**src/design/smfc_pkg.sv**
```systemverilog
// shared types and constants for the stereo multi-tap feedback comb
// no dependencies
package smfc_pkg;

  localparam int GAIN_W        = 16;
  localparam int FRAC_W        = 16;
  localparam int TAP_DELAY_W   = 14;
  localparam int MODE_W        = 2;
  localparam int CFG_IDX_W     = 2;
  localparam int CFG_DATA_W    = 16;
  localparam int TAP_DLY_RESET = 480;
  localparam int ROUND_HALF    = 32768;

  // reciprocal constants, exact for the value ranges that reach them
  localparam int MUL_W        = 48;
  localparam int RECIP_DIV10  = 1677722;
  localparam int SH_DIV10     = 24;
  localparam int RECIP_DIV100 = 10737419;
  localparam int SH_DIV100    = 30;
  localparam int RECIP_DIV20  = 419431;
  localparam int SH_DIV20     = 23;

  localparam logic [MODE_W-1:0] MODE_OFF        = 2'd0;
  localparam logic [MODE_W-1:0] MODE_ONE_TAP    = 2'd1;
  localparam logic [MODE_W-1:0] MODE_TWO_TAPS   = 2'd2;
  localparam logic [MODE_W-1:0] MODE_THREE_TAPS = 2'd3;

  typedef enum logic [CFG_IDX_W-1:0] {
    CFG_MODE  = 2'd0,
    CFG_DELAY = 2'd1,
    CFG_GAIN  = 2'd2
  } cfg_idx_e;

  typedef enum logic [2:0] {
    SEQ_IDLE,
    SEQ_MUL0,
    SEQ_MUL1,
    SEQ_MUL2,
    SEQ_ACC,
    SEQ_WB
  } seq_e;

  typedef struct packed {
    logic [GAIN_W-1:0] tap0;
    logic [GAIN_W-1:0] tap1;
    logic [GAIN_W-1:0] tap2;
  } gain_set_t;

  typedef struct packed {
    logic              rd_live;
    logic [GAIN_W-1:0] gain;
    logic              acc_init;
    logic              acc_add;
    logic              wr_en;
  } lane_ctl_t;

endpackage

```
**src/design/smfc_merge.sv**
```systemverilog
// output register joining the two lane results into one stereo item
// depends on smfc_pkg
module smfc_merge import smfc_pkg::*; #(
  parameter int SAMPLE_WIDTH = 24
) (
  input  logic                           clk_i,
  input  logic                           rst_ni,
  input  logic                           take_i,
  input  logic signed [SAMPLE_WIDTH-1:0] left_y_i,
  input  logic signed [SAMPLE_WIDTH-1:0] right_y_i,
  input  logic                           out_stall_i,
  output logic                           room_o,
  output logic                           out_valid_o,
  output logic signed [SAMPLE_WIDTH-1:0] left_out_o,
  output logic signed [SAMPLE_WIDTH-1:0] right_out_o
);

  logic                           valid_q;
  logic signed [SAMPLE_WIDTH-1:0] left_q, right_q;

  assign room_o = !valid_q || !out_stall_i;

  always_ff @(posedge clk_i or negedge rst_ni) begin
    if (!rst_ni) begin
      valid_q <= 1'b0;
    end else if (take_i) begin
      valid_q <= 1'b1;
    end else if (!out_stall_i) begin
      valid_q <= 1'b0;
    end
  end

  always_ff @(posedge clk_i) begin
    if (take_i) begin
      left_q  <= left_y_i;
      right_q <= right_y_i;
    end
  end

  assign out_valid_o = valid_q;
  assign left_out_o  = left_q;
  assign right_out_o = right_q;

endmodule

```
**config.mk**
```make
export PLATFORM = sky130hd
export DESIGN_NAME = smfc_merge
export DESIGN_NICKNAME = d
export VERILOG_FILES = /design/src/design/smfc_pkg.sv /design/src/design/smfc_merge.sv
export SDC_FILE = /design/constraint.sdc
export NUM_CORES = 1
export LEC_CHECK = 0
export ABC_AREA = 1
export BUFFER_PORTS_ARGS = -buffer_cell sky130_fd_sc_hd__buf_4
export CAP_MARGIN = 40
export CORE_MARGIN = 8
export CORE_UTILIZATION = 40
export CTS_CLUSTER_SIZE = 14
export DETAILED_ROUTE_END_ITERATION = 7
export PLACE_DENSITY = 0.78
export REMOVE_ABC_BUFFERS = 1
export SYNTH_ARGS = -nofsm -noshare
export SYNTH_HDL_FRONTEND = slang
export SYNTH_SLANG_ARGS = --single-unit
export TNS_END_PERCENT = 30
```
**constraint.sdc**
```tcl
create_clock -name clk_i -period 0.8 [get_ports clk_i]
set_input_delay 0.08 -clock clk_i [delete_from_list [all_inputs] [get_ports clk_i]]
set_output_delay 0.08 -clock clk_i [all_outputs]
set_load 0.05 [all_outputs]
```
[After elaboration in Yosys (flattened, before gate mapping)]
Index checks and enable logic that the tools add are counted.
Storage, ports and cells
  register bits after elaboration: 49
  input bits: 52
  output and inout bits: 50
Cells by class
  equality and inequality tests: 1
  reductions and logical operators: 3
  mux-type cells: 2
Operator list (count)
  $logic_not A1 Y1: 2
  $mux W1: 2
  $ne A2 B2 Y1 const B: 1
  $logic_or A1 B1 Y1: 1

[Depth between registers and ports, before layout]
  word-level depth: 2
  mapped depth: 2
  gate-level depth less buffers: 2

[Least setup slack after synthesis]
OpenSTA, ideal clock, no wires.
  kind: register -> register
  start: register, netlist name out_valid_o
  end: register valid_q (netlist: out_valid_o)
  cell stages (with the launch flop): 3
  arrival: 1.032 ns
  setup slack: -0.303 ns
  path buffers: 0
  cell sequence: dfrtp_1 > nand2_2 > nand2_2
RTL lines
  end signal, assigned: line smfc_merge.sv:25  | valid_q <= 1'b0;
  end signal, assigned: line smfc_merge.sv:27  | valid_q <= 1'b1;
  end signal, assigned: line smfc_merge.sv:29  | valid_q <= 1'b0;
  end, declared: line smfc_merge.sv:18  | logic valid_q;

[Final worst setup path]
  start: register valid_q (netlist: out_valid_o)
  end: output port room_o
On the way
  word-level cells in the longest chain between the ends: 2
RTL lines
  $logic_not A1 Y1: line smfc_merge.sv:21  | assign room_o = !valid_q || !out_stall_i;
  $logic_or A1 B1 Y1: line smfc_merge.sv:21
  end, declared: line smfc_merge.sv:12  | output logic room_o,
Every way passes these cells.

==> flow_metrics.tcl <==
set metrics [dict create \
    rows 22 \
    dpl.cell_count 204 \
    cp_top_family "flip-flops" \
    netlist_top_cells_area "edfxtp_1 97%, dfrtp_1 1.7%, nand2_2 0.84%, inv_1 0.25%" \
    grt_max_degree 22 \
    final.setup_skew_ns 0 \
    cts-buffers-inserted 5 \
    crit_required_ns 0.72 \
    cts_max_level 2 \
    avgSynthCellArea_um2 28.5 \
    vias 1193 \
    grt_usage_pct 18.4 \
    wl_met3_um 586 \
    grt_antenna_before_repair 0 \
    drv_cap 0 \
    final_cell_mix "54 x buf_4, 49 x dlygate4sd3_1, 48 x edfxtp_1, 48 x buf_6, 5 x clkbuf_8" \
    grt_setup_unrepaired "yes" \
    cpPeakStageDelay_ns 0.40 \
    drt-total-wl_um 5400 \
    port_buffers 101 \
    wl_per_cell_um 20.6 \
    min_period_ns 1.00 \
    fill_cells 163 \
    endpoint "room_o" \
    die_h_um 76.9 \
    path_class "reg2out" \
    grt_pass1_vias 1374 \
    ys_seq_area_share_pct 98.9 \
    multi_input_area_um2 12.5 \
    worstSkewPairLatency_ns 0.29 \
    slew_violations 0 \
    fin_ws_ns -0.201 \
    layout_commonest_cell "buf_4" \
    worstSetupEndpointType "primary output" \
    min_period_over_period_pct 125 \
    n_antenna_cell 0 \
    nets 265 \
    cp_num_cells 2 \
    slew_headroom_pct 90.9 \
    r2r-start "out_valid_o" \
    cp_slowest_cell "dfrtp_1" \
    ys_seq_elements 49 \
    seqCellArea_mm2 0.00147 \
    cts_tree "yes" \
    pre_cts_ws_ns 0.0695 \
    die-area_mm2 0.00591 \
    ys_types 4 \
    layout-drive-gt1-share_pct 53.3 \
    top_layer "met4" \
    violations "setup timing" \
    netlist_instances 52 \
    ys_warn_count 0 \
    worst_r2r_endpoint "out_valid_o" \
    rrSetupSlack_ns 0.08 \
    netlist_area_mm2 0.00148 \
    area_growth_pct 111 \
    p_per_area_mw_per_mm2 2000 \
    dr_wl_met2_um 2790 \
    worstRegToRegCells 3 \
    viasPerCell 4.55 \
    status "finished with violations" \
    cts_buffer_depth 2 \
    hold_path.class "in2reg" \
    crit_start "out_valid_o" \
    die_w_um 76.9 \
    worst_slew_pin_slew_ns 0.136 \
    hold_viol_final 0 \
    setup_viol 50 \
    synth_area_leader_cell "edfxtp_1" \
    worst_ir_drop_vdd_mv 2.13 \
    drtPass1Iterations 4 \
    yosysTopAreaCellShare_pct 97.2 \
    drt_iter0_drc 86 \
    arrival_ns 0.92 \
    place.detailed.hpwl_um 2970 \
    path_cells "nand2_2 -> buf_8" \
    fmax_mhz 999 \
    utilization_pct 86.6 \
    path_buf_inv 1 \
    cts-root-buf "clkbuf_8" \
    clk_pin_slew_ns 0.09 \
    whs_ns 0.0944 \
    finalWeightedCongestion 0.763 \
    crit_fanout 2 \
    drc 0 \
    final_cells 262 \
    grt_pass1_wl_um 8210 \
    ioPinCount 102 \
    wl_met1_um 1980 \
    start_kind "register" \
    core_area_mm2 0.00361 \
    grt-ovfl-total 0 \
    ant_nets 0 \
    cts.sinks 49 \
    leakage_nw 1.31 \
    initial_core_util_pct 41.1 \
]
-- per-stage QoR --
stage / total power, mW / setup TNS [ns] / cell area (um2)
after global placement: 4.45 / 0 / 2350
after global routing: 6.43 / -8.91 / 3120
final: 6.23 / -7.23 / 3120
after detailed placement: 4.47 / 0 / 2350
after CTS: 6.19 / -6.92 / 3120
after floorplan: 3.88 / -0.507 / 1480
-- power breakdown --
part	switching [mW]	internal, mW	total (mW)	leakage [nW]
sequential	0.111	3.05	3.16	0.481
clock	0.796	0.617	1.41	0.0374
combinational	0.954	0.708	1.66	0.792
-- cells in the mapped netlist (all sizes together) --
library cell	n
edfxtp	48
inv	1
dfrtp	1
nand2	2
-- sequential cells by signal, indices dropped and copies added (netlist names) --
name         cells
left_out_o      24
out_valid_o      1
right_out_o     24
-- final cells by class --
type                            count  share of cell area, %
Clock buffer                        6                   2.32
Clock inverter                      2                  0.481
Inverter                            1                  0.120
Multi-Input combinational cell      2                  0.401
Sequential cell                    49                   47.0
Tap cell                           48                   1.92
Timing Repair Buffer              154                   47.8
-- repair_timing --
item                                    in CTS  in global routing
endpoints found under the setup margin      50                 50
endpoints found under the hold margin       49                  0
buffers inserted                             1                  0
hold buffers                                49                  0
gates resized for setup                     50                  0
pin swaps                                    1                  1
-- worst reg2reg max path: stages (launching register included) --
cell     delay, ns
dfrtp_1       0.40
nand2_2       0.09
buf_4         0.11
nand2_2       0.03
-- metal layers --
metal / vias to the layer above / global-route usage (%)
met5: - / 0
met4: 0 / 4.04
met3: 6 / 8.74
met2: 80 / 32.0
met1: 583 / 19.8
li1: 524 / -
-- cells by family (layout without fill, tap and decap cells) --
logic type	Yosys count	in the layout	share of synthesized area [%]
DFF	49	49	98.9
buffers and inverters	1	163	0.253
and+or+nand+nor	2	2	0.844
-- worst min path at each step --
| stage | startpoint | to | slack, ns | cells after the start |
|---|---|---|---|---|
| floorplan | rst_ni | out_valid_o | -0.22 | 0 |
| global placement | rst_ni | out_valid_o | -0.14 | 1 |
| detailed placement | rst_ni | out_valid_o | -0.14 | 1 |
| CTS | rst_ni | out_valid_o | 0.09 | 2 |
| global route | rst_ni | out_valid_o | 0.09 | 2 |
| finish | take_i | left_out_o[21] | 0.09 | 1 |
Note: power is estimated with default switching activity, not from simulation.
