===== src/design/smfc_pkg.sv =====
// shared types and constants for the stereo multi-tap feedback comb
// no dependencies
package smfc_pkg;

  localparam int GAIN_W        = 16;
  localparam int FRAC_W        = 16;
  localparam int TAP_DELAY_W   = 14;
  localparam int MODE_W        = 2;
  localparam int CFG_IDX_W     = 2;
  localparam int CFG_DATA_W    = 16;
  localparam int TAP_DLY_RESET = 480;
  localparam int ROUND_HALF    = 32768;

  // reciprocal constants, exact for the value ranges that reach them
  localparam int MUL_W        = 48;
  localparam int RECIP_DIV10  = 1677722;
  localparam int SH_DIV10     = 24;
  localparam int RECIP_DIV100 = 10737419;
  localparam int SH_DIV100    = 30;
  localparam int RECIP_DIV20  = 419431;
  localparam int SH_DIV20     = 23;

  localparam logic [MODE_W-1:0] MODE_OFF        = 2'd0;
  localparam logic [MODE_W-1:0] MODE_ONE_TAP    = 2'd1;
  localparam logic [MODE_W-1:0] MODE_TWO_TAPS   = 2'd2;
  localparam logic [MODE_W-1:0] MODE_THREE_TAPS = 2'd3;

  typedef enum logic [CFG_IDX_W-1:0] {
    CFG_MODE  = 2'd0,
    CFG_DELAY = 2'd1,
    CFG_GAIN  = 2'd2
  } cfg_idx_e;

  typedef enum logic [2:0] {
    SEQ_IDLE,
    SEQ_MUL0,
    SEQ_MUL1,
    SEQ_MUL2,
    SEQ_ACC,
    SEQ_WB
  } seq_e;

  typedef struct packed {
    logic [GAIN_W-1:0] tap0;
    logic [GAIN_W-1:0] tap1;
    logic [GAIN_W-1:0] tap2;
  } gain_set_t;

  typedef struct packed {
    logic              rd_live;
    logic [GAIN_W-1:0] gain;
    logic              acc_init;
    logic              acc_add;
    logic              wr_en;
  } lane_ctl_t;

endpackage


===== src/design/smfc_cfg.sv =====
// configuration registers with derived tap delays and tap gains
// depends on smfc_pkg
module smfc_cfg import smfc_pkg::*; #(
  parameter int DELAY_DEPTH = 9600,
  parameter int DLY_W       = 14
) (
  input  logic                   clk_i,
  input  logic                   rst_ni,
  input  logic                   we_i,
  input  logic [CFG_IDX_W-1:0]   index_i,
  input  logic [CFG_DATA_W-1:0]  data_i,
  output logic [MODE_W-1:0]      mode_o,
  output logic [DLY_W-1:0]       d1_o,
  output logic [DLY_W-1:0]       d2_o,
  output logic [DLY_W-1:0]       d3_o,
  output gain_set_t              gains_o,
  output logic                   clear_o
);

  function automatic logic [DLY_W-1:0] clamp_delay(input logic [TAP_DELAY_W-1:0] d);
    logic [TAP_DELAY_W:0] de;
    logic [DLY_W-1:0]     r;
    de = {1'b0, d};
    if (d == '0) begin
      r = DLY_W'(1);
    end else if (de > (TAP_DELAY_W+1)'(DELAY_DEPTH)) begin
      r = DLY_W'(DELAY_DEPTH);
    end else begin
      r = DLY_W'(de);
    end
    return r;
  endfunction

  // floor(3d/4), at least 1
  function automatic logic [DLY_W-1:0] mid_tap(input logic [DLY_W-1:0] d);
    logic [DLY_W+1:0] t;
    logic [DLY_W-1:0] r;
    t = (DLY_W+2)'(d) * (DLY_W+2)'(3);
    r = t[2 +: DLY_W];
    if (r == '0) begin
      r = DLY_W'(1);
    end
    return r;
  endfunction

  // floor(11d/20), at least 1
  function automatic logic [DLY_W-1:0] near_tap(input logic [DLY_W-1:0] d);
    logic [DLY_W+3:0] e;
    logic [MUL_W-1:0] p;
    logic [DLY_W-1:0] r;
    e = (DLY_W+4)'(d) * (DLY_W+4)'(11);
    p = MUL_W'(e) * MUL_W'(RECIP_DIV20);
    r = p[SH_DIV20 +: DLY_W];
    if (r == '0) begin
      r = DLY_W'(1);
    end
    return r;
  endfunction

  // round(0.9 g)
  function automatic logic [GAIN_W-1:0] gain_90(input logic [GAIN_W-1:0] g);
    logic [GAIN_W+3:0] v;
    logic [MUL_W-1:0]  p;
    v = (GAIN_W+4)'(g) * (GAIN_W+4)'(9) + (GAIN_W+4)'(5);
    p = MUL_W'(v) * MUL_W'(RECIP_DIV10);
    return p[SH_DIV10 +: GAIN_W];
  endfunction

  // round(0.81 g)
  function automatic logic [GAIN_W-1:0] gain_81(input logic [GAIN_W-1:0] g);
    logic [GAIN_W+6:0] v;
    logic [MUL_W-1:0]  p;
    v = (GAIN_W+7)'(g) * (GAIN_W+7)'(81) + (GAIN_W+7)'(50);
    p = MUL_W'(v) * MUL_W'(RECIP_DIV100);
    return p[SH_DIV100 +: GAIN_W];
  endfunction

  localparam logic [DLY_W-1:0] RST_D1 = clamp_delay(TAP_DELAY_W'(TAP_DLY_RESET));
  localparam logic [DLY_W-1:0] RST_D2 = mid_tap(RST_D1);
  localparam logic [DLY_W-1:0] RST_D3 = near_tap(RST_D1);

  logic [MODE_W-1:0] mode_q;
  logic [DLY_W-1:0]  d1_q, d2_q, d3_q;
  gain_set_t         gains_q;
  logic [DLY_W-1:0]  d1_new;
  logic [GAIN_W-1:0] g_new;
  logic [MODE_W-1:0] m_new;

  assign m_new  = data_i[MODE_W-1:0];
  assign d1_new = clamp_delay(data_i[TAP_DELAY_W-1:0]);
  assign g_new  = data_i[GAIN_W-1:0];

  always_ff @(posedge clk_i or negedge rst_ni) begin
    if (!rst_ni) begin
      mode_q  <= MODE_OFF;
      d1_q    <= RST_D1;
      d2_q    <= RST_D2;
      d3_q    <= RST_D3;
      gains_q <= '0;
    end else if (we_i) begin
      case (cfg_idx_e'(index_i))
        CFG_MODE: begin
          mode_q <= m_new;
        end
        CFG_DELAY: begin
          d1_q <= d1_new;
          d2_q <= mid_tap(d1_new);
          d3_q <= near_tap(d1_new);
        end
        CFG_GAIN: begin
          gains_q.tap0 <= g_new;
          gains_q.tap1 <= gain_90(g_new);
          gains_q.tap2 <= gain_81(g_new);
        end
        default: begin
        end
      endcase
    end
  end

  // leaving bypass clears the write index and the fill count, so old store entries read as zero
  assign clear_o = we_i && (cfg_idx_e'(index_i) == CFG_MODE) &&
                   (mode_q == MODE_OFF) && (m_new != MODE_OFF);

  assign mode_o  = mode_q;
  assign d1_o    = d1_q;
  assign d2_o    = d2_q;
  assign d3_o    = d3_q;
  assign gains_o = gains_q;

endmodule


===== config.mk =====
export PLATFORM = sky130hd
export DESIGN_NAME = smfc_cfg
export DESIGN_NICKNAME = d
export VERILOG_FILES = /design/src/design/smfc_pkg.sv /design/src/design/smfc_cfg.sv
export SDC_FILE = /design/constraint.sdc
export NUM_CORES = 2
export LEC_CHECK = 0
export BUFFER_PORTS_ARGS = -buffer_cell sky130_fd_sc_hd__buf_4
export CORE_UTILIZATION = 39
export DETAILED_ROUTE_END_ITERATION = 6
export SKIP_CTS_REPAIR_TIMING = 1
export SYNTH_ARGS = -nofsm -noshare
export SYNTH_HDL_FRONTEND = slang
export SYNTH_SLANG_ARGS = --single-unit

===== constraint.sdc =====
create_clock -name clk_i -period 2.4 [get_ports clk_i]
set_input_delay 0.24 -clock clk_i [delete_from_list [all_inputs] [get_ports clk_i]]
set_output_delay 0.24 -clock clk_i [all_outputs]
set_load 0.1 [all_outputs]

---- After elaboration in Yosys (flattened, before gate mapping) ----
Cells that the tools add are included.
cells by class
  add/sub/neg operators ................... 2
  multipliers ............................. 7
  magnitude comparators ................... 1
  eq/ne operators ......................... 2
  multiplexer cells ....................... 4
  reductions and logical operators ........ 12
operator list
  operator                number
  $mux 14                 4
  $mul 23x24->46 const B  1
  $logic_not 14->1        3
  $mul 20x20->39 const B  1
  $mul 18x19->37 const B  1
  $add 23x6->23 const B   1
  $mul 16x7->23 const B   1
  $add 20x3->20 const B   1
  $mul 16x4->20 const B   1
  $mul 14x4->18 const B   1
  $mul 14x2->16 const B   1
  $gt 14x14->1 const B    1
  $reduce_and 2->1        3
  $logic_not 2->1         2
  $logic_and 1x1->1       3
  $eq 2x1->1 const B      1
  $eq 2x2->1 const B      1
  $reduce_bool 2->1       1
storage, ports and cells
  flip-flop bits (word level) ............. 92
  input port bits ......................... 21
  output and inout port bits .............. 93
  word-level logic and storage cells ...... 35

---- Longest topological paths before layout ----
  word-level depth ........................ 7
  mapped depth ............................ 47

---- Worst setup path before layout ----
OpenSTA, ideal clock, no wires.
  path kind ............................... input port to flip-flop
  start point ............................. input port data_i[1]
  end point ............................... register d3_q[0], in the netlist d3_o[0]
  setup time .............................. 0.064 ns
  arrival ................................. 9.947 ns
  slack ................................... -7.611 ns
  cell stages on the path ................. 46
  buffers on the path ..................... 1
  path through ............................ inv_1 -> ha_1 -> nand3_1 -> and3_1 -> o21ai_0 -> nand2_1 -> nand2_1 -> clkbuf_1 -> nand2_1 -> inv_1 -> ha_1 -> inv_1 -> fa_1 -> inv_1 -> ha_1 -> nor2b_1 -> o21ai_0 -> a21boi_0 -> [10 not listed] -> fa_1 -> fa_1 -> inv_1 -> fa_1 -> inv_1 -> fa_1 -> inv_1 -> ha_1 -> nand3_1 -> nor3_1 -> and2_1 -> a32oi_1 -> a31o_1 -> o211a_1 -> a211oi_1 -> o211ai_1 -> nor4bb_1 -> or2_1
on the way
  word-level cells in the longest chain between the ends .. 7
  elaborated cells between the ends (all ways) .. 8
RTL lines
  item                    RTL line         text
  start: declaration      smfc_cfg.sv:11   input logic [CFG_DATA_W-1:0] data_i,
  $gt 14x14->1            smfc_cfg.sv:26   end else if (de > (TAP_DELAY_W+1)'(DELAY_DEPTH)) begin
  $mux 14                 smfc_cfg.sv:26
  $mux 14 *               smfc_cfg.sv:24   if (d == '0) begin
  named net d1_new[2]     smfc_cfg.sv:85   logic [DLY_W-1:0] d1_new;
  $mul 14x4->18 *         smfc_cfg.sv:51   e = (DLY_W+4)'(d) * (DLY_W+4)'(11);
  $mul 18x19->37 *        smfc_cfg.sv:52   p = MUL_W'(e) * MUL_W'(RECIP_DIV20);
  $logic_not 14->1        smfc_cfg.sv:54   if (r == '0) begin
  $mux 14 *               smfc_cfg.sv:54
  end signal: assignment  smfc_cfg.sv:108  d3_q <= near_tap(d1_new);
  end: declaration        smfc_cfg.sv:83   logic [DLY_W-1:0] d1_q, d2_q, d3_q;
The timed path passes the listed nets; every way through them passes the cells marked *.
A chain may end at the register's enable or synchronous reset.

---- Worst setup path in the final report ----
  start point ............................. input port data_i[4]
  end point ............................... register d3_q[0], in the netlist d3_o[0]
The elaborated chain is that of the path after synthesis.

==> reports/metrics.csv <==
metric,value,unit
vias,23000,
finalMaxSlewViolations,0,
min_period_over_period,384,%
hp-class,primary input to flip-flop,
final_area,39300,um2
dieArea,76000,um2
clock_latency,0.40,ns
rsz0062_at_grt,true,
cp.required,2.74,ns
drc,0,
drtIter0Drc,780,
antenna_found_initial,5,
cts_made_buffers,9,
avgViaCountPerCell,4.74,
routedWlPerCell,16.5,um
dp_hpwl,71500,um
finalSetupViolCount,60,
setup_slack,-6.82,ns
yosysUniqueCellTypes,81,
io_pins,114,
synth_most_common_cell,inv_1,
grt_pass1_wl,127000,um
final_util,52.9,%
cts_root_buffer,clkbuf_16,
coreArea,74300,um2
end_kind,flip-flop,
max_freq,108,MHz
async_reset_ff_share,100,%
synthSimpleGateAreaFrac,6.44,%
ant_nets,0,
start_kind,primary input,
overflow,0,
place_congestion,0.950,
synth_flop_cell,dfrtp_1,
ys_top_cells_by_area,"fa_1, ha_1, inv_1",
worst_slew_pin_slew,0.792,ns
arrival,9.56,ns
clkSinkCount,92,
synth_seq_cells,92,
htreeDepth,3,
grt_pass1_vias,24200,
synth_top_family_by_area,adder cells,
fillers,6815,
clock_path_buffers,2,
start_util,39.3,%
synthesis.area,29200,um2
path_class,primary input to flip-flop,
whs,0.254,ns
final_nets,5074,
cap_violations,0,
yosysWarnings,0,
synth.largest_area_cell,fa_1,
hold_viol,0,
grt_usage,21.8,%
netlist_instances,3047,
dr.pass1.iters,5,
synthMuxAreaShare,0.364,%
synth_compound_area_share,8.47,%
synthTopCellsByCount,"inv_1, ha_1, fa_1, nand2_1, o21ai_0",
place_area,37300,um2
synthToLayoutAreaGrowth,34.6,%
synth_top_area_share,31.4,%
path_common_cell,fa_1,
critPathMaxStageDelay,0.54,ns
synth_edf_count,0,
clkSlewWorstSetupHoldPaths,0.08,ns
slew_headroom,47.1,%
status,"finished, violations left",
cp_max_fo,4,
cp_slowest_cell,fa_1,
cts_tree,built,
synth_fa_ha_area_share,62.0,%
path_delay_family,adder cells,
die_w,276,um
core.rowCount,100,
critical_path_buf_inv_count,12,
wirelength,80100,um
fp.dieH,276,um
drive_gt1_share,31.3,%
pre_cts_slack,-7.44,ns
syn-num-nets,4241,
synthXorXnorAreaFrac,3.28,%
fin_crit,9.22,ns
finClkSkew,0,ns
grt_max_degree,72,
io_buffers,113,
violations,negative setup slack,
yosysSeqAreaShare,7.92,%
syn_area_per_cell,9.59,um2
[layout make-up]
type,instances,area [um2],area share [%]
clock inverters,7,86.3,0.219
multi-input cells,2059,25700,65.3
inverters,872,3280,8.35
flip-flops and latches,92,2310,5.88
diodes,5,12.5,0.0318
well taps,969,1210,3.08
repair buffers,846,6520,16.6
clock buffers,9,225,0.572
[registers in the layout, indices dropped and copies added, names as in the netlist]
signal and flops:
d3_o 14, mode_o 2, d2_o 14, d1_o 14, gains_o 48
[path summary, 6_finish.rpt]
kind / slack, ns / end / start / depth (start not counted)
min in group asynchronous: 0.39 / gains_o[29] / rst_ni / 2
max in group asynchronous: 1.28 / d3_o[8] / rst_ni / 3
worst min register to register: 0.47 / d2_o[8] / d2_o[8] / 2
worst max register to register: 1.45 / d3_o[0] / d3_o[0] / 3
worst max-delay path: -6.82 / d3_o[0] / data_i[4] / 46
worst min-delay path: 0.25 / mode_o[0] / index_i[0] / 3
[cells in the final DEF, fill, tap and decap left out, drive strengths merged, types with 8 or more instances in the layout]
cell and count:
inv 873, or3 11, nor3 28, dfrtp 82, nor2 64, a21oi 86, o21ai 128, a211oi 15
ha 714, nand4 10, clkbuf 9, and3 12, buf 845, and2 8, nor2b 16, nand2 152
a21o 33, o21a 12, o211ai 18, xnor2 71, dfstp 10, a31oi 11, or2 11, o21bai 15
fa 459, xor2 36, nand3 37, nand2b 11
[tightest hold or removal path: cells and delay by family]
kind	cells	cell delay, ns
muxes	1	0.22
buffers and inverters	1	0.10
and+or+nand+nor	1	0.06
[per-layer routing]
layer,track usage [%],vias to the layer above,part of all wire [%]
met1,29.7,11200,46
met3,4.80,79,5.8
met4,4.81,4,2.1
met2,35.2,407,46
li1,-,11400,-
met5,0,-,0.030
[through the flow]
stage | setup TNS, ns | std cells
after global routing | -303.24 | 4855
after CTS | -304.26 | 4807
after floorplan | -272.00 | 3047
final | -287.22 | 4859
after global placement | -325.73 | 4791
after detailed placement | -329.17 | 4791
[cells by family (layout without fill, tap and decap cells)]
| kind of cell | count (synthesis) | in the layout |
|---|---|---|
| AO/OA/AOI/OAI | 377 | 377 |
| buffers and inverters | 896 | 1734 |
| other | 0 | 5 |
| adder cells (fa/ha/maj) | 1173 | 1173 |
| flip-flops | 92 | 92 |
| AND/OR/NAND/NOR | 391 | 391 |
| XOR/XNOR | 108 | 108 |
| multiplexers | 10 | 10 |
Power is left out: the tool's default activity adds up to more than one toggle a clock period on the data nets, which glitch-free logic cannot reach.
