[src/design/smfc_pkg.sv]
// shared types and constants for the stereo multi-tap feedback comb
// no dependencies
package smfc_pkg;

  localparam int GAIN_W        = 16;
  localparam int FRAC_W        = 16;
  localparam int TAP_DELAY_W   = 14;
  localparam int MODE_W        = 2;
  localparam int CFG_IDX_W     = 2;
  localparam int CFG_DATA_W    = 16;
  localparam int TAP_DLY_RESET = 480;
  localparam int ROUND_HALF    = 32768;

  // reciprocal constants, exact for the value ranges that reach them
  localparam int MUL_W        = 48;
  localparam int RECIP_DIV10  = 1677722;
  localparam int SH_DIV10     = 24;
  localparam int RECIP_DIV100 = 10737419;
  localparam int SH_DIV100    = 30;
  localparam int RECIP_DIV20  = 419431;
  localparam int SH_DIV20     = 23;

  localparam logic [MODE_W-1:0] MODE_OFF        = 2'd0;
  localparam logic [MODE_W-1:0] MODE_ONE_TAP    = 2'd1;
  localparam logic [MODE_W-1:0] MODE_TWO_TAPS   = 2'd2;
  localparam logic [MODE_W-1:0] MODE_THREE_TAPS = 2'd3;

  typedef enum logic [CFG_IDX_W-1:0] {
    CFG_MODE  = 2'd0,
    CFG_DELAY = 2'd1,
    CFG_GAIN  = 2'd2
  } cfg_idx_e;

  typedef enum logic [2:0] {
    SEQ_IDLE,
    SEQ_MUL0,
    SEQ_MUL1,
    SEQ_MUL2,
    SEQ_ACC,
    SEQ_WB
  } seq_e;

  typedef struct packed {
    logic [GAIN_W-1:0] tap0;
    logic [GAIN_W-1:0] tap1;
    logic [GAIN_W-1:0] tap2;
  } gain_set_t;

  typedef struct packed {
    logic              rd_live;
    logic [GAIN_W-1:0] gain;
    logic              acc_init;
    logic              acc_add;
    logic              wr_en;
  } lane_ctl_t;

endpackage

[src/design/smfc_ctrl.sv]
// input buffer, tap sequencer, write index and fill count shared by both lanes
// depends on smfc_pkg
module smfc_ctrl import smfc_pkg::*; #(
  parameter int DELAY_DEPTH  = 9600,
  parameter int SAMPLE_WIDTH = 24,
  parameter int ADDR_W       = 14,
  parameter int DLY_W        = 14
) (
  input  logic                           clk_i,
  input  logic                           rst_ni,
  input  logic                           in_valid_i,
  output logic                           in_stall_o,
  input  logic signed [SAMPLE_WIDTH-1:0] left_in_i,
  input  logic signed [SAMPLE_WIDTH-1:0] right_in_i,
  input  logic [MODE_W-1:0]              mode_i,
  input  logic [DLY_W-1:0]               d1_i,
  input  logic [DLY_W-1:0]               d2_i,
  input  logic [DLY_W-1:0]               d3_i,
  input  gain_set_t                      gains_i,
  input  logic                           clear_i,
  input  logic                           room_i,
  output logic signed [SAMPLE_WIDTH-1:0] left_x_o,
  output logic signed [SAMPLE_WIDTH-1:0] right_x_o,
  output lane_ctl_t                      ctl_o,
  output logic [ADDR_W-1:0]              rd_addr_o,
  output logic [ADDR_W-1:0]              wr_addr_o,
  output logic                           done_o
);

  localparam int FILL_W = $clog2(DELAY_DEPTH + 1);
  localparam int SUM_W  = DLY_W + 1;

  seq_e                           state_q, state_d;
  logic                           buf_valid_q;
  logic signed [SAMPLE_WIDTH-1:0] buf_l_q, buf_r_q;
  logic signed [SAMPLE_WIDTH-1:0] cur_l_q, cur_r_q;
  logic [ADDR_W-1:0]              wr_q;
  logic [FILL_W-1:0]              fill_q;

  logic              start;
  logic              done;
  logic              wr_en;
  logic              acc_init;
  logic              acc_add;
  logic [DLY_W-1:0]  d_sel;
  logic [GAIN_W-1:0] g_sel;
  logic [GAIN_W-1:0] g0_eff, g1_eff, g2_eff;
  logic [SUM_W-1:0]  wr_ext, d_ext, tap_pos;
  logic [ADDR_W-1:0] rd_addr;

  assign g0_eff = (mode_i != MODE_OFF) ? gains_i.tap0 : '0;
  assign g1_eff = (mode_i == MODE_TWO_TAPS || mode_i == MODE_THREE_TAPS) ? gains_i.tap1 : '0;
  assign g2_eff = (mode_i == MODE_THREE_TAPS) ? gains_i.tap2 : '0;

  always_comb begin
    state_d = state_q;
    case (state_q)
      SEQ_IDLE: begin
        if (buf_valid_q) begin
          state_d = SEQ_MUL0;
        end
      end
      SEQ_MUL0: state_d = SEQ_MUL1;
      SEQ_MUL1: state_d = SEQ_MUL2;
      SEQ_MUL2: state_d = SEQ_ACC;
      SEQ_ACC:  state_d = SEQ_WB;
      SEQ_WB: begin
        if (room_i) begin
          state_d = SEQ_IDLE;
        end
      end
      default:  state_d = SEQ_IDLE;
    endcase
  end

  // read slot k fetches tap k, and the product of tap k is formed in the cycle after
  always_comb begin
    start    = 1'b0;
    done     = 1'b0;
    acc_init = 1'b0;
    acc_add  = 1'b0;
    d_sel    = d1_i;
    g_sel    = g0_eff;
    case (state_q)
      SEQ_IDLE: begin
        start = buf_valid_q;
      end
      SEQ_MUL0: begin
        d_sel = d2_i;
        g_sel = g0_eff;
      end
      SEQ_MUL1: begin
        d_sel    = d3_i;
        g_sel    = g1_eff;
        acc_init = 1'b1;
      end
      SEQ_MUL2: begin
        g_sel   = g2_eff;
        acc_add = 1'b1;
      end
      SEQ_ACC: begin
        acc_add = 1'b1;
      end
      SEQ_WB: begin
        done = room_i;
      end
      default: begin
      end
    endcase
  end

  assign wr_en = done && (mode_i != MODE_OFF);

  // circular tap position: wr - d, wrapped into the store
  assign wr_ext  = SUM_W'(wr_q);
  assign d_ext   = SUM_W'(d_sel);
  assign tap_pos = (wr_ext >= d_ext) ? (wr_ext - d_ext)
                                     : (wr_ext + SUM_W'(DELAY_DEPTH) - d_ext);
  assign rd_addr = tap_pos[ADDR_W-1:0];

  always_ff @(posedge clk_i or negedge rst_ni) begin
    if (!rst_ni) begin
      state_q     <= SEQ_IDLE;
      buf_valid_q <= 1'b0;
      wr_q        <= '0;
      fill_q      <= '0;
    end else begin
      state_q <= state_d;
      if (in_valid_i && !in_stall_o) begin
        buf_valid_q <= 1'b1;
      end else if (start) begin
        buf_valid_q <= 1'b0;
      end
      if (clear_i) begin
        wr_q   <= '0;
        fill_q <= '0;
      end else if (wr_en) begin
        wr_q <= (wr_q == ADDR_W'(DELAY_DEPTH - 1)) ? '0 : wr_q + ADDR_W'(1);
        if (fill_q != FILL_W'(DELAY_DEPTH)) begin
          fill_q <= fill_q + FILL_W'(1);
        end
      end
    end
  end

  always_ff @(posedge clk_i) begin
    if (in_valid_i && !in_stall_o) begin
      buf_l_q <= left_in_i;
      buf_r_q <= right_in_i;
    end
    if (start) begin
      cur_l_q <= buf_l_q;
      cur_r_q <= buf_r_q;
    end
  end

  assign in_stall_o = buf_valid_q;
  assign left_x_o   = cur_l_q;
  assign right_x_o  = cur_r_q;
  assign rd_addr_o  = rd_addr;
  assign wr_addr_o  = wr_q;
  assign done_o     = done;

  // entries at or past the fill count were not written since the last wipe
  assign ctl_o.rd_live  = (FILL_W'(rd_addr) < fill_q);
  assign ctl_o.gain     = g_sel;
  assign ctl_o.acc_init = acc_init;
  assign ctl_o.acc_add  = acc_add;
  assign ctl_o.wr_en    = wr_en;

endmodule

[config.mk]
export PLATFORM = sky130hd
export DESIGN_NAME = smfc_ctrl
export DESIGN_NICKNAME = d
export VERILOG_FILES = /design/src/design/smfc_pkg.sv /design/src/design/smfc_ctrl.sv
export SDC_FILE = /design/constraint.sdc
export NUM_CORES = 1
export LEC_CHECK = 0
export ABC_AREA = 1
export ABC_CLOCK_PERIOD_IN_PS = 11300
export BUFFER_PORTS_ARGS = -buffer_cell sky130_fd_sc_hd__buf_2
export CAP_MARGIN = 40
export CORE_ASPECT_RATIO = 0.7
export CORE_UTILIZATION = 35
export CTS_CLUSTER_DIAMETER = 60
export DETAILED_ROUTE_END_ITERATION = 16
export GPL_ROUTABILITY_DRIVEN = 0
export PLACE_DENSITY = 0.57
export SLEW_MARGIN = 30
export SYNTH_ARGS = -nofsm -noshare
export SYNTH_HDL_FRONTEND = slang
export SYNTH_SLANG_ARGS = --single-unit
[constraint.sdc]
create_clock -name clk_i -period 11.3 [get_ports clk_i]
set_input_delay 1.13 -clock clk_i [delete_from_list [all_inputs] [get_ports clk_i]]
set_output_delay 1.13 -clock clk_i [all_outputs]
set_load 0.01 [all_outputs]
# --- Word level (Yosys, flattened, before mapping) ---
# Cells that the tools add are included.
totals:
  regBits: 128
  output_inout_bits: 98
classes:
  addsub: 5
  order_cmp: 2
  n_eq_ne: 11
  mux: 21
  n_reduce_logical: 12
op_table:
  columns: ["cell", "n"]
  rows:
  - ["$mux 14", 7]
  - ["$mux 16", 3]
  - ["$pmux 16 s2", 1]
  - ["$add 14x1->14 const B", 2]
  - ["$pmux 14 s2", 1]
  - ["$sub 14x14->14", 2]
  - ["$pmux 3 s6", 1]
  - ["$add 14x14->14 const B", 1]
  - ["$eq 14x14->1 const B", 1]
  - ["$ge 14x14->1", 1]
  - ["$lt 14x14->1", 1]
  - ["$ne 14x14->1 const B", 1]
  - ["$reduce_bool 2->1", 4]
  - ["$eq 3x2->1 const B", 2]
  - ["$eq 3x3->1 const B", 2]
  - ["$mux 1", 6]
  - ["$mux 3", 2]
  - ["$eq 2x2->1 const B", 2]
  - ["$ne 2x2->1 const B", 2]
  - ["$reduce_and 2->1", 2]
  - ["$eq 3x1->1 const B", 1]
  - ["$logic_not 3->1", 1]
  - ["$logic_and 1x1->1", 2]
  - ["$reduce_or 2->1", 1]
  - ["2 further kinds", 2]

# --- Longest topological paths before layout ---
depth:
  depth_word: 5
  ltp_mapped: 27

# --- Worst setup path before layout ---
# OpenSTA, ideal clock, no wires.
synth_path:
  kind: "input to output"
  start: "in d3_i[8]"
  end: "out ctl_o[19] in the netlist's numbering"
  arrival_time_ns: 4.169
  required_ns: 10.170
  path_slack_ns: 6.001
  cell_stages: 20
  path_buffers: 1
  path_cell_list: "a22o_1 -> a21oi_1 -> inv_1 -> ha_1 -> nand2_1 -> nor2_1 -> a211oi_1 -> o21ai_0 -> a21boi_0 -> nand2_1 -> nor2_2 -> buf_6 -> nand3_1 -> o21ai_0 -> ha_1 -> a21oi_1 -> o221ai_1 -> nand4_1 -> o211ai_1 -> a21oi_1"
synth_lines:
  columns: ["element", "line_no", "text"]
  rows:
  - ["start: declaration", "smfc_ctrl.sv:18", "input logic [DLY_W-1:0] d3_i,"]
  - ["end: declaration", "smfc_ctrl.sv:24", "output lane_ctl_t ctl_o,"]

==> run_results.csv <==
group,metric,value,unit
clocking,cts_tree,"yes",
clocking,cts_root_buf,"clkbuf_16",
pwr,power_frac_clock,23.1,%
critical_path,path_max_fanout,14,
synth,syn-num-nets,984,
finish,stdcell_area,9430,um2
finish,utilization,46.87,%
run_status,status,"completed",
global_route,grt_max_degree,49,
global_route,overflow,0,
critical_path,cp.arrival,5130,ps
synth,async_flop_share,25.00,%
timing,grt_setup_unrepaired,"no",
global_route,antenna_found_initial,0,
pwr,powerDensity,251.2,nW/um2
timing,finalCriticalPeriod,6263,ps
pwr,switching_share,42.48,%
synth,synth_edf_count,96,
placed_design,place_area,8843,um2
routing,drt_pass1_iterations,5,
critical_path,cp.required,10170,ps
clocking,hold_buffers,0,
worst_hold_path,hp-start,"buf_l_q[21]",
floorplanning,ioPinCount,243,
pwr,p_seq_share,27.7,%
synth,synthXorXnorAreaFrac,1.693,%
timing,worst_slew_pin_slew,631.5,ps
clocking,cts_sinks,128,
timing,slew_violations,0,
clocking,clk_latency,420,ps
clocking,htree_levels,4,
placed_design,numPortBuffers,242,
synth,synth_compound_area_share,10.18,%
finish,mostFrequentLayoutCells,"buf_2 (242), nand2_1 (170), inv_1 (107), edfxtp_1 (96), nor2_1 (55)",
routing,vias,6437,
critical_path,worstSetupEndpointType,"output pin",
routing,post-route-drc-count,0,
routing,drt_iter0_markers,548,
worst_hold_path,worstHoldPathType,"reg -> reg",
clocking,cts_post_setup_buffers_inserted,0,
critical_path,reg2reg_from,"state_q[1]",
synth,synth_warnings,0,
finish,fin_cells,1325,
finish,drive_gt1_share,30.14,%
pwr,power_leakage,4.380,nW
routing,postRouteAntennaNets,0,
synth,synth_top_family_by_area,"simple AND/OR/NAND/NOR gates",
finish,num-nets-final,1236,
critical_path,start_kind,"flop",
timing,fin_crit_sh,55.42,%
synth,synth_area_per_cell,9.259,um2
critical_path,startpoint,"state_q[2]",
floorplanning,die_w,174.8,um
global_route,grt_usage,21.06,%
placed_design,dp.cells,1293,
timing,finClkSkew,6.265,ps
routing,wl,21.80,mm
floorplanning,initial_core_util,36.35,%
timing,setup_tns,0,ps
routing,routedWlPerCell,16.45,um
pwr,pwr-share-comb,49.2,%
timing,slew_headroom,57.51,%
floorplanning,fp.dieH,123.0,um
synth,synthAdderAreaFrac,8.998,%
timing,hold_viol_final,0,
global_route,grt_pass1_wl,33.70,mm
clocking,cts_resized,0,
synth,syn_area,7315,um2
synth,synth_seq_cells,128,
floorplanning,rows,43,
clocking,numCtsBuffers,17,
critical_path,critical_path_class,"reg -> out",
pwr,p_int,1.362,mW
timing,final-setup-viol-count,0,
finish,final_common_cell,"buf_2",
synth,synthMuxAreaShare,0,%
floorplanning,core,20120,um2
pwr,p_switching,1.006,mW
clocking,ctsLongestPathBuffers,2,
timing,max_freq,159.7,MHz
synth,ys_types,52,
pwr,ir_drop,0.0001017,V
floorplanning,die-area,21490,um2
global_route,grt_pass1_vias,6097,
timing,hold_ws,416.7,ps
clocking,clkTransAtPathRegs,60,ps
synth,syn_inst,790,
job,cap_violations,0,
routing,via_per_inst,4.858,
synth,synth_ff_type,"edfxtp_1",
finish,syn2layout_area_growth,28.93,%
finish,num_antenna_cells,0,
synth,yosys.area_share.simple,21.72,%
synth,synth_sequential_area_ratio,50.36,%
placed_design,hpwl,17.51,mm
[synth_stat cells (2+ instances only)]
| master | instances | share of area (%) |
|---|---|---|
| inv_1 | 108 | 5.5 |
| nor2_1 | 56 | 2.9 |
| o21a_1 | 2 | 0.21 |
| buf_6 | 2 | 0.31 |
| a22o_1 | 9 | 1.1 |
| nor2_2 | 5 | 0.43 |
| nor3_1 | 22 | 1.5 |
| nor3_4 | 2 | 0.44 |
| a31oi_1 | 2 | 0.17 |
| nand3_1 | 50 | 3.4 |
| xnor2_1 | 4 | 0.48 |
| nor4_1 | 7 | 0.60 |
| nand4_1 | 15 | 1.3 |
| buf_4 | 3 | 0.31 |
| o211ai_1 | 3 | 0.31 |
| o31ai_1 | 5 | 0.51 |
| ha_1 | 43 | 7.4 |
| clkbuf_1 | 8 | 0.41 |
| xor2_1 | 7 | 0.84 |
| a21oi_1 | 45 | 3.1 |
| o21ai_1 | 3 | 0.21 |
| inv_2 | 7 | 0.36 |
| edfxtp_1 | 96 | 39 |
| or2_2 | 4 | 0.34 |
| nand3_2 | 4 | 0.55 |
| a22oi_1 | 10 | 1.0 |
| nand2_2 | 7 | 0.60 |
| dfrtp_1 | 32 | 11 |
| o21ai_0 | 31 | 2.1 |
| a211oi_1 | 2 | 0.21 |
| fa_1 | 6 | 1.6 |
| nand2_1 | 170 | 8.7 |
[area by class of cell]
class / instances / area (um2)
clock buffer: 17 / 425.4
clock inverter: 15 / 161.4
fill: 1967 / 10690
inverter: 116 / 437.9
multi-input combinational: 532 / 3123
sequential: 128 / 3684
tap: 270 / 337.8
timing repair buffer: 247 / 1261
[stage by stage]
| step | power [mW] | setup slack, ps |
|---|---|---|
| 2_1_floorplan | 1.418 | 6001 |
| 3_3_place_gp | 1.804 | 5451 |
| 3_5_place_dp | 1.823 | 5318 |
| 4_1_cts | 2.376 | 5007 |
| 5_1_grt | 2.540 | 4576 |
| 6_report | 2.369 | 5037 |
[worst max-delay path, cell delays in order, from the launching register on]
cell and delay (ps):
dfrtp_1 440, inv_2 150, nand3_2 140, nand2_1 120
clkinv_1 290, a21oi_1 350, inv_1 100, ha_1 350
nand2_1 160, nor2_1 60, a211oi_1 210, o21ai_0 140
a21boi_0 310, nand2_1 110, nor2_2 420, o21ai_0 260
ha_1 350, nand4_1 90, o221ai_1 200, nand4_1 110
o211ai_1 110, a21oi_1 90, buf_2 140
[state kept, by name (all words and copies together), names as in the netlist]
register and count:
buf_l_q 24, buf_r_q 24, left_x_o 24, right_x_o 24
fill_q 14, wr_addr_o 14, state_q 3, in_stall_o 1
[power groups by stage]
stage          sequential, mW  combinational, mW  clock [mW]
6_report                0.656               1.17       0.547
2_1_floorplan           0.692              0.725           0
5_1_grt                 0.665               1.30       0.578
3_5_place_dp            0.666               1.16           0
4_1_cts                 0.657               1.16       0.558
3_3_place_gp            0.663               1.14           0
[layer usage]
layer | up-vias | share of wire, % | track usage [%]
met5 | - | 0 | 0
met4 | 0 | 1.1 | 5.217
met3 | 16 | 7.2 | 4.674
met2 | 236 | 41 | 29.56
met1 | 2993 | 51 | 32.38
li1 | 3192 | - | -
[path summary, 6_finish.rpt]
check	to	slack [ps]	cells past startpoint
max in group asynchronous	wr_addr_o[3]	10290	2
worst min-delay path	left_x_o[21]	420	0
worst max-delay path	ctl_o[19]	5040	22
worst max register to register	fill_q[11]	8690	14
worst min register to register	left_x_o[21]	420	0
min in group asynchronous	fill_q[5]	580	1
[cell families (layout without fill, tap and decap cells)]
logic type               count (synthesis)  in the layout
XOR/XNOR                                12             12
buffers and inverters                  130            395
AO/OA/AOI/OAI                          122            122
flip-flops                             128            128
adder cells (fa/ha/maj)                 49             49
AND/OR/NAND/NOR                        349            349
Note: power is estimated with default switching activity, not from simulation.
